### config.mk
export PLATFORM = sky130hd
export DESIGN_NAME = signed_int_to_radix_symbols_unit_flat
export DESIGN_NICKNAME = d
export VERILOG_FILES = /design/src/design/sirs_pkg.sv /design/src/design/sirs_if.sv /design/src/design/sirs_divider.sv /design/src/design/sirs_sym_check.sv /design/src/design/signed_int_to_radix_symbols_unit.sv /design/src/flat_wrapper.sv
export SDC_FILE = /design/constraint.sdc
export NUM_CORES = 1
export LEC_CHECK = 0
export BUFFER_PORTS_ARGS = -buffer_cell sky130_fd_sc_hd__buf_2
export CAP_MARGIN = 10
export CELL_PAD_IN_SITES_DETAIL_PLACEMENT = 1
export CELL_PAD_IN_SITES_GLOBAL_PLACEMENT = 1
export CORE_MARGIN = 3
export CORE_UTILIZATION = 46
export CTS_CLUSTER_DIAMETER = 150
export CTS_CLUSTER_SIZE = 10
export DETAILED_ROUTE_END_ITERATION = 7
export PLACE_DENSITY_LB_ADDON = 0.1
export SETUP_SLACK_MARGIN = 0.15
export SKIP_CTS_REPAIR_TIMING = 1
export SLEW_MARGIN = 20
export SYNTH_ARGS = -nofsm -noshare
export SYNTH_HDL_FRONTEND = slang
export SYNTH_SLANG_ARGS = --single-unit
### constraint.sdc
create_clock -name clk_i -period 14.2 [get_ports clk_i]
set_input_delay 2.84 -clock clk_i [delete_from_list [all_inputs] [get_ports clk_i]]
set_output_delay 2.84 -clock clk_i [all_outputs]
set_load 0.02 [all_outputs]
### src/design/sirs_pkg.sv
// ----------------------------------------------------------------------------
// sirs_pkg: shared types and constants
// Widths, symbol codes, register indexes, sequencer states and the status
// bundles exchanged between the sequencer and its shared units.
// ----------------------------------------------------------------------------
package sirs_pkg;

  localparam int DATA_W    = 32;
  localparam int RADIX_W   = 5;
  localparam int DIGIT_W   = 4;
  localparam int SYM_W     = 8;
  localparam int TAB_SIZE  = 16;
  localparam int CNT_W     = 6;
  localparam int ADDR_W    = 5;
  localparam int CFG_IDX_W = 2;
  localparam int CFG_DAT_W = 64;
  localparam int SLICE_W   = 8;
  localparam int DIV_STEPS = DATA_W / SLICE_W;
  localparam int STEP_W    = $clog2(DIV_STEPS);
  localparam int TIDX_W    = $clog2(TAB_SIZE);

  localparam logic [RADIX_W-1:0] MIN_RADIX   = RADIX_W'(2);
  localparam logic [RADIX_W-1:0] MAX_RADIX   = RADIX_W'(16);
  localparam logic [CNT_W-1:0]   MAX_DIGITS  = CNT_W'(32);

  localparam logic [SYM_W-1:0] SYM_MINUS = 8'h2D;
  localparam logic [SYM_W-1:0] SYM_PLUS  = 8'h2B;
  localparam logic [SYM_W-1:0] SYM_NUL   = 8'h00;

  localparam logic [RADIX_W-1:0]   RADIX_RESET    = RADIX_W'(10);
  localparam logic [CFG_DAT_W-1:0] SYM_LOW_RESET  = 64'h3736353433323130;
  localparam logic [CFG_DAT_W-1:0] SYM_HIGH_RESET = 64'h6665646362613938;

  typedef logic [TAB_SIZE-1:0][SYM_W-1:0] sym_table_t;

  typedef enum logic [CFG_IDX_W-1:0] {
    REG_RADIX    = 2'd0,
    REG_SYM_LOW  = 2'd1,
    REG_SYM_HIGH = 2'd2
  } cfg_reg_e;

  typedef enum logic [2:0] {
    S_IDLE,
    S_CHECK,
    S_DIV,
    S_SIGN,
    S_READ,
    S_DIGIT
  } state_e;

  typedef struct packed {
    logic busy;
    logic done;
    logic ok;
  } chk_status_t;

  typedef struct packed {
    logic busy;
    logic done;
  } div_status_t;

endpackage

### src/design/sirs_if.sv
// ----------------------------------------------------------------------------
// sirs_if: valid/ready channels of the radix symbol unit
// Input value channel, output symbol channel and register write channel.
// ----------------------------------------------------------------------------
interface sirs_value_if;
  logic                               valid;
  logic                               ready;
  logic signed [sirs_pkg::DATA_W-1:0] value;

  modport source (output valid, output value, input ready);
  modport sink   (input valid, input value, output ready);
endinterface

interface sirs_symbol_if;
  logic                        valid;
  logic                        ready;
  logic [sirs_pkg::SYM_W-1:0]  symbol;
  logic                        last;

  modport source (output valid, output symbol, output last, input ready);
  modport sink   (input valid, input symbol, input last, output ready);
endinterface

interface sirs_cfg_if;
  logic                              valid;
  logic                              ready;
  logic [sirs_pkg::CFG_IDX_W-1:0]    index;
  logic [sirs_pkg::CFG_DAT_W-1:0]    data;

  modport source (output valid, output index, output data, input ready);
  modport sink   (input valid, input index, input data, output ready);
endinterface

### src/design/sirs_divider.sv
// ----------------------------------------------------------------------------
// sirs_divider: iterative divide of a 32-bit magnitude by a small radix
// Restoring division, eight quotient bits per cycle.
// ----------------------------------------------------------------------------
module sirs_divider (
  input  logic                          clk_i,
  input  logic                          rst_ni,
  input  logic                          start_i,
  input  logic [sirs_pkg::DATA_W-1:0]   dividend_i,
  input  logic [sirs_pkg::RADIX_W-1:0]  divisor_i,
  output sirs_pkg::div_status_t         status_o,
  output logic [sirs_pkg::DATA_W-1:0]   quotient_o,
  output logic [sirs_pkg::DIGIT_W-1:0]  remainder_o
);
  import sirs_pkg::*;

  logic                busy_q, busy_d;
  logic [STEP_W-1:0]   step_q, step_d;
  logic [DATA_W-1:0]   acc_q, acc_d;
  logic [DIGIT_W-1:0]  rem_q, rem_d;

  logic [DIGIT_W-1:0]  rem_c;
  logic [RADIX_W-1:0]  trial;
  logic [SLICE_W-1:0]  qbyte;
  logic                last_step;

  // Eight chained compare/subtract steps on the narrow remainder.
  always_comb begin
    rem_c = rem_q;
    trial = '0;
    qbyte = '0;
    for (int b = 0; b < SLICE_W; b++) begin
      trial = {rem_c, acc_q[DATA_W-1-b]};
      if (trial >= divisor_i) begin
        qbyte[SLICE_W-1-b] = 1'b1;
        rem_c = DIGIT_W'(trial - divisor_i);
      end else begin
        rem_c = trial[DIGIT_W-1:0];
      end
    end
  end

  assign last_step = busy_q && (step_q == STEP_W'(DIV_STEPS - 1));

  always_comb begin
    busy_d = busy_q;
    step_d = step_q;
    acc_d  = acc_q;
    rem_d  = rem_q;
    if (start_i && !busy_q) begin
      busy_d = 1'b1;
      step_d = '0;
      acc_d  = dividend_i;
      rem_d  = '0;
    end else if (busy_q) begin
      acc_d  = {acc_q[DATA_W-SLICE_W-1:0], qbyte};
      rem_d  = rem_c;
      step_d = step_q + STEP_W'(1);
      if (last_step) begin
        busy_d = 1'b0;
      end
    end
  end

  always_ff @(posedge clk_i or negedge rst_ni) begin
    if (!rst_ni) begin
      busy_q <= 1'b0;
      step_q <= '0;
    end else begin
      busy_q <= busy_d;
      step_q <= step_d;
    end
  end

  always_ff @(posedge clk_i) begin
    acc_q <= acc_d;
    rem_q <= rem_d;
  end

  assign status_o.busy = busy_q;
  assign status_o.done = last_step;
  assign quotient_o    = {acc_q[DATA_W-SLICE_W-1:0], qbyte};
  assign remainder_o   = rem_c;

endmodule

### src/design/sirs_sym_check.sv
// ----------------------------------------------------------------------------
// sirs_sym_check: symbol set validation
// Checks the radix range, then one used symbol per cycle against the
// forbidden codes and against every later used symbol.
// ----------------------------------------------------------------------------
module sirs_sym_check (
  input  logic                          clk_i,
  input  logic                          rst_ni,
  input  logic                          start_i,
  input  logic [sirs_pkg::RADIX_W-1:0]  radix_i,
  input  sirs_pkg::sym_table_t          table_i,
  output sirs_pkg::chk_status_t         status_o
);
  import sirs_pkg::*;

  logic               busy_q;
  logic [TIDX_W-1:0]  idx_q;
  logic               range_bad;
  logic               row_bad;
  logic               at_end;
  logic [SYM_W-1:0]   cur;

  assign range_bad = (radix_i < MIN_RADIX) || (radix_i > MAX_RADIX);
  assign cur       = table_i[idx_q];
  assign at_end    = ({1'b0, idx_q} == RADIX_W'(radix_i - RADIX_W'(1)));

  always_comb begin
    row_bad = (cur == SYM_NUL) || (cur == SYM_PLUS) || (cur == SYM_MINUS);
    for (int j = 0; j < TAB_SIZE; j++) begin
      if ((RADIX_W'(j) > {1'b0, idx_q}) && (RADIX_W'(j) < radix_i) &&
          (table_i[j] == cur)) begin
        row_bad = 1'b1;
      end
    end
  end

  always_ff @(posedge clk_i or negedge rst_ni) begin
    if (!rst_ni) begin
      busy_q <= 1'b0;
      idx_q  <= '0;
    end else if (start_i && !busy_q) begin
      busy_q <= 1'b1;
      idx_q  <= '0;
    end else if (busy_q) begin
      if (range_bad || row_bad || at_end) begin
        busy_q <= 1'b0;
      end else begin
        idx_q <= idx_q + TIDX_W'(1);
      end
    end
  end

  assign status_o.busy = busy_q;
  assign status_o.done = busy_q && (range_bad || row_bad || at_end);
  assign status_o.ok   = !range_bad && !row_bad;

endmodule

### src/design/signed_int_to_radix_symbols_unit.sv
// ----------------------------------------------------------------------------
// signed_int_to_radix_symbols_unit: signed integer to radix symbol stream
// Converts a 32-bit signed value into digit symbols of the configured radix,
// most significant first, led by '-' when negative, last symbol flagged.
// ----------------------------------------------------------------------------
//  channel  dir  handshake        word
//  in_i     in   valid/ready      value[31:0] signed
//  out_o    out  valid/ready      symbol[7:0], last
//  cfg_i    in   valid/ready      index[1:0], data[63:0]
//
// Per value: the symbol set is validated, one symbol per cycle, then each
// digit comes from the shared divider (8 quotient bits a cycle), then the
// sign step runs, on positive values too, then each digit symbol takes a read
// and an emit state, then the unit is idle. An invalid set drops the value.
// Reset is asynchronous, active low; registers return to radix 10, "0".."f".
// in_i is ready only between values; out_o holds its word until taken.
// ----------------------------------------------------------------------------
module signed_int_to_radix_symbols_unit (
  input  logic               clk_i,
  input  logic               rst_ni,
  sirs_value_if.sink         in_i,
  sirs_symbol_if.source      out_o,
  sirs_cfg_if.sink           cfg_i
);
  import sirs_pkg::*;

  // Configuration registers
  logic [RADIX_W-1:0]    radix_q;
  logic [CFG_DAT_W-1:0]  sym_low_q;
  logic [CFG_DAT_W-1:0]  sym_high_q;
  sym_table_t            sym_tab;

  // Sequencer and datapath
  state_e               state_q, state_d;
  logic                 neg_q;
  logic [DATA_W-1:0]    mag_q;
  logic [CNT_W-1:0]     cnt_q;
  logic [DIGIT_W-1:0]   rd_q;
  logic [DIGIT_W-1:0]   digit_mem [MAX_DIGITS];
  logic [ADDR_W-1:0]    rd_addr;

  // Output register
  logic                 out_valid_q;
  logic [SYM_W-1:0]     out_sym_q;
  logic                 out_last_q;

  // Control decoded from the state
  logic                 accept_in;
  logic                 out_free;
  logic                 chk_start;
  logic                 div_start;
  logic                 dig_we;
  logic                 out_load;
  logic [SYM_W-1:0]     out_sym_d;
  logic                 out_last_d;
  logic                 div_finish;

  chk_status_t          chk_st;
  div_status_t          div_st;
  logic [DATA_W-1:0]    quot;
  logic [DIGIT_W-1:0]   rem;

  assign sym_tab   = {sym_high_q, sym_low_q};
  assign accept_in = in_i.valid && in_i.ready;
  assign out_free  = !out_valid_q || out_o.ready;
  assign rd_addr   = ADDR_W'(cnt_q - CNT_W'(1));

  // Stop dividing once the magnitude is exhausted or the store is full.
  assign div_finish = div_st.done &&
                      ((quot == '0) || (cnt_q == MAX_DIGITS - CNT_W'(1)));

  // --------------------------------------------------------------------------
  // Shared units
  // --------------------------------------------------------------------------
  sirs_sym_check u_check (
    .clk_i    (clk_i),
    .rst_ni   (rst_ni),
    .start_i  (chk_start),
    .radix_i  (radix_q),
    .table_i  (sym_tab),
    .status_o (chk_st)
  );

  sirs_divider u_div (
    .clk_i       (clk_i),
    .rst_ni      (rst_ni),
    .start_i     (div_start),
    .dividend_i  (mag_q),
    .divisor_i   (radix_q),
    .status_o    (div_st),
    .quotient_o  (quot),
    .remainder_o (rem)
  );

  // --------------------------------------------------------------------------
  // Configuration writes; always ready, unknown indexes are dropped
  // --------------------------------------------------------------------------
  assign cfg_i.ready = 1'b1;

  always_ff @(posedge clk_i or negedge rst_ni) begin
    if (!rst_ni) begin
      radix_q    <= RADIX_RESET;
      sym_low_q  <= SYM_LOW_RESET;
      sym_high_q <= SYM_HIGH_RESET;
    end else if (cfg_i.valid && cfg_i.ready) begin
      unique case (cfg_reg_e'(cfg_i.index))
        REG_RADIX:    radix_q    <= cfg_i.data[RADIX_W-1:0];
        REG_SYM_LOW:  sym_low_q  <= cfg_i.data;
        REG_SYM_HIGH: sym_high_q <= cfg_i.data;
        default: ;
      endcase
    end
  end

  // --------------------------------------------------------------------------
  // Next state
  // --------------------------------------------------------------------------
  always_comb begin
    state_d = state_q;
    unique case (state_q)
      S_IDLE: begin
        if (accept_in) state_d = S_CHECK;
      end
      S_CHECK: begin
        if (chk_st.done) state_d = chk_st.ok ? S_DIV : S_IDLE;
      end
      S_DIV: begin
        if (div_finish) state_d = S_SIGN;
      end
      S_SIGN: begin
        if (!neg_q || out_free) state_d = S_READ;
      end
      S_READ: begin
        state_d = S_DIGIT;
      end
      S_DIGIT: begin
        if (out_free) state_d = (cnt_q == CNT_W'(1)) ? S_IDLE : S_READ;
      end
      default: state_d = S_IDLE;
    endcase
  end

  // --------------------------------------------------------------------------
  // State outputs
  // --------------------------------------------------------------------------
  always_comb begin
    chk_start  = 1'b0;
    div_start  = 1'b0;
    dig_we     = 1'b0;
    out_load   = 1'b0;
    out_sym_d  = SYM_MINUS;
    out_last_d = 1'b0;
    unique case (state_q)
      S_IDLE:  ;
      S_CHECK: chk_start = !chk_st.busy;
      S_DIV: begin
        div_start = !div_st.busy;
        dig_we    = div_st.done;
      end
      S_SIGN: begin
        // emit the sign ahead of the digits
        out_load = neg_q && out_free;
      end
      S_READ:  ;
      S_DIGIT: begin
        out_load   = out_free;
        out_sym_d  = sym_tab[rd_q];
        out_last_d = (cnt_q == CNT_W'(1));
      end
      default: ;
    endcase
  end

  assign in_i.ready = (state_q == S_IDLE);

  // --------------------------------------------------------------------------
  // Registers
  // --------------------------------------------------------------------------
  always_ff @(posedge clk_i or negedge rst_ni) begin
    if (!rst_ni) begin
      state_q     <= S_IDLE;
      out_valid_q <= 1'b0;
      neg_q       <= 1'b0;
      mag_q       <= '0;
      cnt_q       <= '0;
    end else begin
      state_q <= state_d;
      if (out_load) begin
        out_valid_q <= 1'b1;
      end else if (out_o.ready) begin
        out_valid_q <= 1'b0;
      end
      if (accept_in) begin
        // two's complement magnitude; the most negative value maps to 2^31
        neg_q <= in_i.value[DATA_W-1];
        mag_q <= in_i.value[DATA_W-1] ? (DATA_W'(0) - DATA_W'(in_i.value))
                                      : DATA_W'(in_i.value);
        cnt_q <= '0;
      end else if (dig_we) begin
        mag_q <= quot;
        cnt_q <= cnt_q + CNT_W'(1);
      end else if ((state_q == S_DIGIT) && out_free) begin
        cnt_q <= cnt_q - CNT_W'(1);
      end
    end
  end

  always_ff @(posedge clk_i) begin
    if (out_load) begin
      out_sym_q  <= out_sym_d;
      out_last_q <= out_last_d;
    end
  end

  // Digit store, least significant digit at address 0
  always_ff @(posedge clk_i) begin
    if (dig_we) begin
      digit_mem[cnt_q[ADDR_W-1:0]] <= rem;
    end
    rd_q <= digit_mem[rd_addr];
  end

  assign out_o.valid  = out_valid_q;
  assign out_o.symbol = out_sym_q;
  assign out_o.last   = out_last_q;

`ifndef NO_ASSERTIONS
  a_cnt_bound: assert property (@(posedge clk_i) disable iff (!rst_ni)
    cnt_q <= MAX_DIGITS)
    else $error("digit count beyond store depth");

  a_we_in_range: assert property (@(posedge clk_i) disable iff (!rst_ni)
    dig_we |-> (cnt_q < MAX_DIGITS))
    else $error("digit write past end of store");

  a_div_valid_radix: assert property (@(posedge clk_i) disable iff (!rst_ni)
    div_start |-> ((radix_q >= MIN_RADIX) && (radix_q <= MAX_RADIX)))
    else $error("divider started with an invalid radix");

  a_digit_nonzero: assert property (@(posedge clk_i) disable iff (!rst_ni)
    (state_q == S_DIGIT) |-> (cnt_q != '0))
    else $error("digit emission with empty store");

  a_last_to_idle: assert property (@(posedge clk_i) disable iff (!rst_ni)
    (out_load && out_last_d) |=> (state_q == S_IDLE) && out_o.last)
    else $error("last symbol did not end the value");
`endif

endmodule
### src/flat_wrapper.sv
// flat-port wrapper written by rule: the top's interface ports become plain ports
module signed_int_to_radix_symbols_unit_flat import sirs_pkg::*;
  (clk_i, rst_ni, in_i_valid, in_i_value, in_i_ready, out_o_valid, out_o_symbol, out_o_last, out_o_ready, cfg_i_valid, cfg_i_index, cfg_i_data, cfg_i_ready);
  sirs_value_if in_i_i ();
  sirs_symbol_if out_o_i ();
  sirs_cfg_if cfg_i_i ();
  input  logic clk_i;
  input  logic rst_ni;
  input wire logic [$bits(in_i_i.valid)-1:0] in_i_valid;
  input wire logic [$bits(in_i_i.value)-1:0] in_i_value;
  output wire logic [$bits(in_i_i.ready)-1:0] in_i_ready;
  output wire logic [$bits(out_o_i.valid)-1:0] out_o_valid;
  output wire logic [$bits(out_o_i.symbol)-1:0] out_o_symbol;
  output wire logic [$bits(out_o_i.last)-1:0] out_o_last;
  input wire logic [$bits(out_o_i.ready)-1:0] out_o_ready;
  input wire logic [$bits(cfg_i_i.valid)-1:0] cfg_i_valid;
  input wire logic [$bits(cfg_i_i.index)-1:0] cfg_i_index;
  input wire logic [$bits(cfg_i_i.data)-1:0] cfg_i_data;
  output wire logic [$bits(cfg_i_i.ready)-1:0] cfg_i_ready;
  assign in_i_i.valid = in_i_valid;
  assign in_i_i.value = in_i_value;
  assign in_i_ready = in_i_i.ready;
  assign out_o_valid = out_o_i.valid;
  assign out_o_symbol = out_o_i.symbol;
  assign out_o_last = out_o_i.last;
  assign out_o_i.ready = out_o_ready;
  assign cfg_i_i.valid = cfg_i_valid;
  assign cfg_i_i.index = cfg_i_index;
  assign cfg_i_i.data = cfg_i_data;
  assign cfg_i_ready = cfg_i_i.ready;
  signed_int_to_radix_symbols_unit u_core (.clk_i(clk_i), .rst_ni(rst_ni), .in_i(in_i_i), .out_o(out_o_i), .cfg_i(cfg_i_i));
endmodule
; After elaboration in Yosys (flattened, before gate mapping)
; Memory sizes are Yosys's and may differ from the RTL's. A register that Yosys moved wholly into a read port is not among the register bits.
; Index checks and enable logic that the tools add are counted.
[word_totals]
regBits = 229
ramBits = 128
input_bits = 103
out_inout_bits = 12
memories = 1
[op_classes]
add_sub_neg = 14
order_cmp = 42
n_eq_ne = 34
n_mux = 70
n_reduce_logical = 67
[memory_table]
columns = name, depth, width, rd, rd_clocked_by_memory_dff, wr, line
row1 = u_core.digit_mem, 32, 4, 1, 1, 1, signed_int_to_radix_symbols_unit.sv:39  ; logic [DIGIT_W-1:0] digit_mem [MAX_DIGITS];
[ops]
columns = cell, n
row1 = $mux W32, 5
row2 = $eq A8 B8 Y1, 15
row3 = $bmux W8 S4, 2
row4 = $mux W4, 11
row5 = $ge A5 B5 Y1, 8
row6 = $lt A4 B5 Y1 const A, 8
row7 = $logic_and A1 B1 Y1, 39
row8 = $mux W1, 36
row9 = $gt A4 B4 Y1 const A, 8
row10 = $logic_not A32 Y1, 1
row11 = $sub A1 B32 Y32 const A, 1
row12 = $sub A4 B4 Y4, 8
row13 = $lt A3 B5 Y1 const A, 4
row14 = $mux W3, 6
row15 = $mux W6, 3
row16 = $pmux W3 S6, 1
row17 = $eq A8 B6 Y1 const B, 2
row18 = $gt A3 B4 Y1 const A, 4
row19 = $mux W8, 2
row20 = $lt A2 B5 Y1 const A, 2
row21 = $lt A4 B5 Y1 const B, 2
row22 = $gt A2 B4 Y1 const A, 2
row23 = $logic_not A8 Y1, 1
row24 = $logic_or A1 B1 Y1, 8
row25 = other kinds (28), 48

; Longest topological paths before layout
[logic_depth]
depth_word = 25
ltp_mapped = 78

; Cells and area by module
; Synthesis repeated with hierarchy kept, for this count alone.
[hier_totals]
cells_unflattened = 1854
area_unflattened_um2 = 21777.1
[modules_own_cells]
columns = module, instances, cells_per_inst, area_each_um2, seq_area_each_um2
row1 = signed_int_to_radix_symbols_unit, 1, 1004, 14538.9, 8670.8
row2 = sirs_sym_check, 1, 440, 3679.8, 125.1
row3 = sirs_divider, 1, 410, 3558.4, 1116.1

; Worst setup path after synthesis
; Ideal clock, no wire load.
[synth_path]
kind = reg-to-reg
start = reg u_core.radix_q[1]
end = mem u_core.digit_mem[0][0] (data pin)
setup_time_ns = 0.384
arrival_ns = 13.503
slack_ns = 0.313
stages_incl_launch_ff = 71
cell_sequence = dfstp_2 -> clkbuf_1 -> inv_1 -> ha_1 -> nor2b_1 -> o21ai_0 -> a31oi_1 -> o21ai_0 -> nand2b_1 -> clkbuf_1 -> o21ai_0 -> inv_1 -> ha_1 -> a21o_1 -> a21o_1 -> a21o_1 -> a21o_1 -> clkbuf_1 -> (+35 left out) -> nand2_1 -> o21ai_0 -> inv_1 -> ha_1 -> nor2b_1 -> o21ai_0 -> nand3b_1 -> a21o_1 -> a21o_1 -> clkbuf_1 -> a21oi_1 -> ha_1 -> nor2b_1 -> o21ai_0 -> nand3b_1 -> a21o_1 -> a21o_1 -> a21oi_1
[synth_via]
elab_chain_len = 16
[synth_lines]
columns = element, line
row1 = start: declaration, signed_int_to_radix_symbols_unit.sv:28  ; logic [RADIX_W-1:0] radix_q;
row2 = start signal: assignment, signed_int_to_radix_symbols_unit.sv:107  ; REG_RADIX: radix_q <= cfg_i.data[RADIX_W-1:0];
row3 = $sub A4 B4 Y4 / $ge A5 B5 Y1 (equally long branches), "sirs_divider.sv:36, sirs_divider.sv:34"
row4 = $mux W4, sirs_divider.sv:34  ; if (trial >= divisor_i) begin
row5 = $sub A4 B4 Y4 / $ge A5 B5 Y1 (equally long branches), "sirs_divider.sv:36, sirs_divider.sv:34"
row6 = $mux W4, sirs_divider.sv:34
row7 = $sub A4 B4 Y4 / $ge A5 B5 Y1 (equally long branches), "sirs_divider.sv:36, sirs_divider.sv:34"
row8 = $mux W4, sirs_divider.sv:34
row9 = $ge A5 B5 Y1 / $sub A4 B4 Y4 (equally long branches), "sirs_divider.sv:34, sirs_divider.sv:36"
row10 = $mux W4, sirs_divider.sv:34
row11 = $sub A4 B4 Y4 / $ge A5 B5 Y1 (equally long branches), "sirs_divider.sv:36, sirs_divider.sv:34"
row12 = $mux W4, sirs_divider.sv:34
row13 = $sub A4 B4 Y4 / $ge A5 B5 Y1 (equally long branches), "sirs_divider.sv:36, sirs_divider.sv:34"
row14 = $mux W4, sirs_divider.sv:34
row15 = $sub A4 B4 Y4 / $ge A5 B5 Y1 (equally long branches), "sirs_divider.sv:36, sirs_divider.sv:34"
row16 = $mux W4, sirs_divider.sv:34
row17 = $ge A5 B5 Y1 *, sirs_divider.sv:34
row18 = $mux W4 *, sirs_divider.sv:34
row19 = net u_core.rem[0], signed_int_to_radix_symbols_unit.sv:61  ; logic [DIGIT_W-1:0] rem;
row20 = end: declaration, signed_int_to_radix_symbols_unit.sv:39
; The timed path passes the listed nets; every way through them passes the cells marked *.

; Worst setup path in the final report
[layout_path]
start = reg u_core.radix_q[1]
end = reg u_core.state_q[0]
[layout_via]
elab_chain_len = 23
[layout_lines]
columns = element, line
row1 = "parallel branches: the longest is 22 deep, another holds $ge A5 B5 Y1", n/a
row2 = $reduce_and A5 Y1 (no source line) *, n/a
row3 = end signal: assignment, signed_int_to_radix_symbols_unit.sv:187  ; state_q <= state_d;
row4 = end: declaration, signed_int_to_radix_symbols_unit.sv:34  ; state_e state_q, state_d;
; Mark *: on every way between the ends.
; A chain may end at the register's enable or synchronous reset.

==> metrics.csv <==
metric,value,unit
status,finished clean,
worst_slack,1.11,ns
yosysTopAreaCell,edfxtp_1,
ys_seq_area_share,48.3,%
synth_cells,1568,
crit_path_top_delay_cell,or4_1,
ant_nets,0,
cp_num_buf_inv,7,
num_rows,76,
cp_max_fo,9,
yosysUniqueCellTypes,70,
die-area,47200,um^2
rsz0062_at_grt,no,
antenna_found_initial,2,
crit_type,flop to flop,
yosys_register_bits,361,
fp.dieW,217,um
area_growth,12.2,%
io_pins,115,
cp-start-kind,flop,
cts_made_buffers,42,
clk_latency,0.58,ns
drc,0,
first_pass_iters,5,
max_freq,0.0764,GHz
hold_class,flop to flop,
cp_data_arrival_time,13.60,ns
worst_pin_slew,1.01,ns
worst_path_dominant_cell_family,compound AO/OA/AOI/OAI gates,
synthArstFlopShare,51.0,%
postLayoutCellArea,23000,um^2
track_usage,25.0,%
synth_common_cells,"mux2_2, edfxtp_1, dfrtp_1, mux4_2, xnor2_1",
dp.cells,2200,
hpwlAfterDp,41100,um
grt_max_degree,77,
gr-total-overflow,0,
synth-edff-count,169,
vias_per_cell,5.98,
syn_area,20500,um^2
root_buffer,clkbuf_16,
gp_congestion,0.915,
grt_pass1_wl,90400,um
wl_per_cell,25.6,um
portBuffers,113,
syn_avg_cell_area,13.1,um^2
totalWireLength,58500,um
period_share,92.2,%
nets,1831,
synth_most_common_cell,mux2_2,
grt_pass1_vias,14500,
end_kind,flop,
initial_core_util,47.1,%
final_hold_viol_count,0,
htree_num_levels,2,
yosysWarningCount,0,
vias,13700,
drtIter0Drc,967,
skew,0.0229,ns
core_area,43600,um^2
fillers,4470,
antenna_cells,0,
synth_top_area_share,24.7,%
place_area,21700,um^2
cts_tree,done,
die_height,217,um
synth_top_flop_cell,edfxtp_1,
finalWorstPathRequiredPeriod,13.09,ns
layout-drive-gt1-share,33.5,%
synth_area_leaders,"edfxtp_1, dfrtp_1, mux4_2",
clockBufferDepth,3,
clkSinkCount,361,
finalNonFillerCells,2287,
post-route-util,52.9,%
crit_required,14.71,ns
max-cap-violations,0,
pre_cts_ws,-0.628,ns
slew_headroom,32.4,%
cpPeakStageDelay,0.59,ns
clkSlewWorstSetupHoldPaths,0.06,ns
setup_viol,0,
maxSlewViolCount,0,
synthesis.nets,1731,
## per-layer routing
layer	part of all wire (%)	vias up	routed length (um)	track usage [%]
met4	1.8	2	1060	5.31
met5	0.022	-	13	0
met2	45	367	26600	37.9
met3	6.1	65	3560	4.80
met1	47	7126	27300	37.5
li1	-	6120	-	-
## state kept, by name, indices dropped and copies added, names as in the netlist, 5 cells and up
register and flops:
u_core.radix_q 5, u_core.sym_high_q 64, u_core.u_div.acc_q 32, u_core.digit_mem 128, u_core.mag_q 32, u_core.sym_low_q 64, u_core.out_o.symbol 8, u_core.cnt_q 6
## cell usage in the layout (no fill, tap or decap), types with 8 or more instances in the layout
cell type and n:
nor2b_1 19, nand2b_1 12, nor3_1 13, a22oi_1 25, xor2_1 83, fa_1 8
buf_2 112, edfxtp_1 169, dfstp_2 58, clkbuf_1 32, nand2_1 59, o31ai_1 10
mux2_2 181, mux4_2 95, o221ai_1 11, o21ai_1 8, ha_1 51, nand4_1 17
mux2i_1 58, a221o_1 8, clkbuf_16 42, inv_1 39, nand3_1 25, a21oi_1 16
nor2_1 75, buf_4 40, o21ai_0 51, nor4_1 30, dfrtp_1 124, a31oi_1 11
xnor2_1 92
## worst paths after layout
path,startpoint,to,slack [ns],cells after the start
setup / recovery,u_core.radix_q[1],u_core.state_q[0],1.11,69
hold / removal,u_core.mag_q[17],u_core.mag_q[17],0.51,2
setup reg to reg,u_core.radix_q[1],u_core.state_q[0],1.11,69
hold reg to reg,u_core.mag_q[17],u_core.mag_q[17],0.51,2
max in group asynchronous,rst_ni,u_core.u_check.idx_q[0],9.96,3
min in group asynchronous,rst_ni,u_core.cnt_q[2],2.29,1
## per-stage QoR
stage          setup TNS, ns  hold slack [ns]
5_1_grt                    0            0.522
3_5_place_dp          -19.78            0.490
3_3_place_gp               0            0.484
6_report                   0            0.507
2_1_floorplan              0            0.438
4_1_cts               -21.83            0.511
## worst register-to-register path, delay by kind of cell (launching register included)
family	cells	cell delay [ns]
mux	3	0.87
buf+inv	7	0.40
compound gates	32	5.81
fa+ha+maj	8	2.39
simple gates	19	3.02
flops	1	0.53
## area by class of cell
class	instances	area [um^2]	area share [%]
inverters	41	154	0.668
flip-flops and latches	361	9920	43.0
well taps	585	732	3.18
repair buffers	153	875	3.80
clock buffers	74	1170	5.08
multi-input cells	1069	10100	43.9
clock inverters	4	67.6	0.293
## logic make-up (layout without fill, tap and decap cells)
group	count (synthesis)	count (layout)	share of synthesized area, %
muxes	337	337	23.5
and+or+nand+nor	298	298	7.40
buffers and inverters	138	272	2.83
other	1	1	0.0183
AOI/OAI and AO/OA	198	198	6.56
xor gates and xnor gates	175	175	7.46
adders and majority gates	60	60	3.95
DFF	361	361	48.3
Power is not shown: default switching activity piles up to over one toggle a cycle in this logic, so the estimate is an artifact.
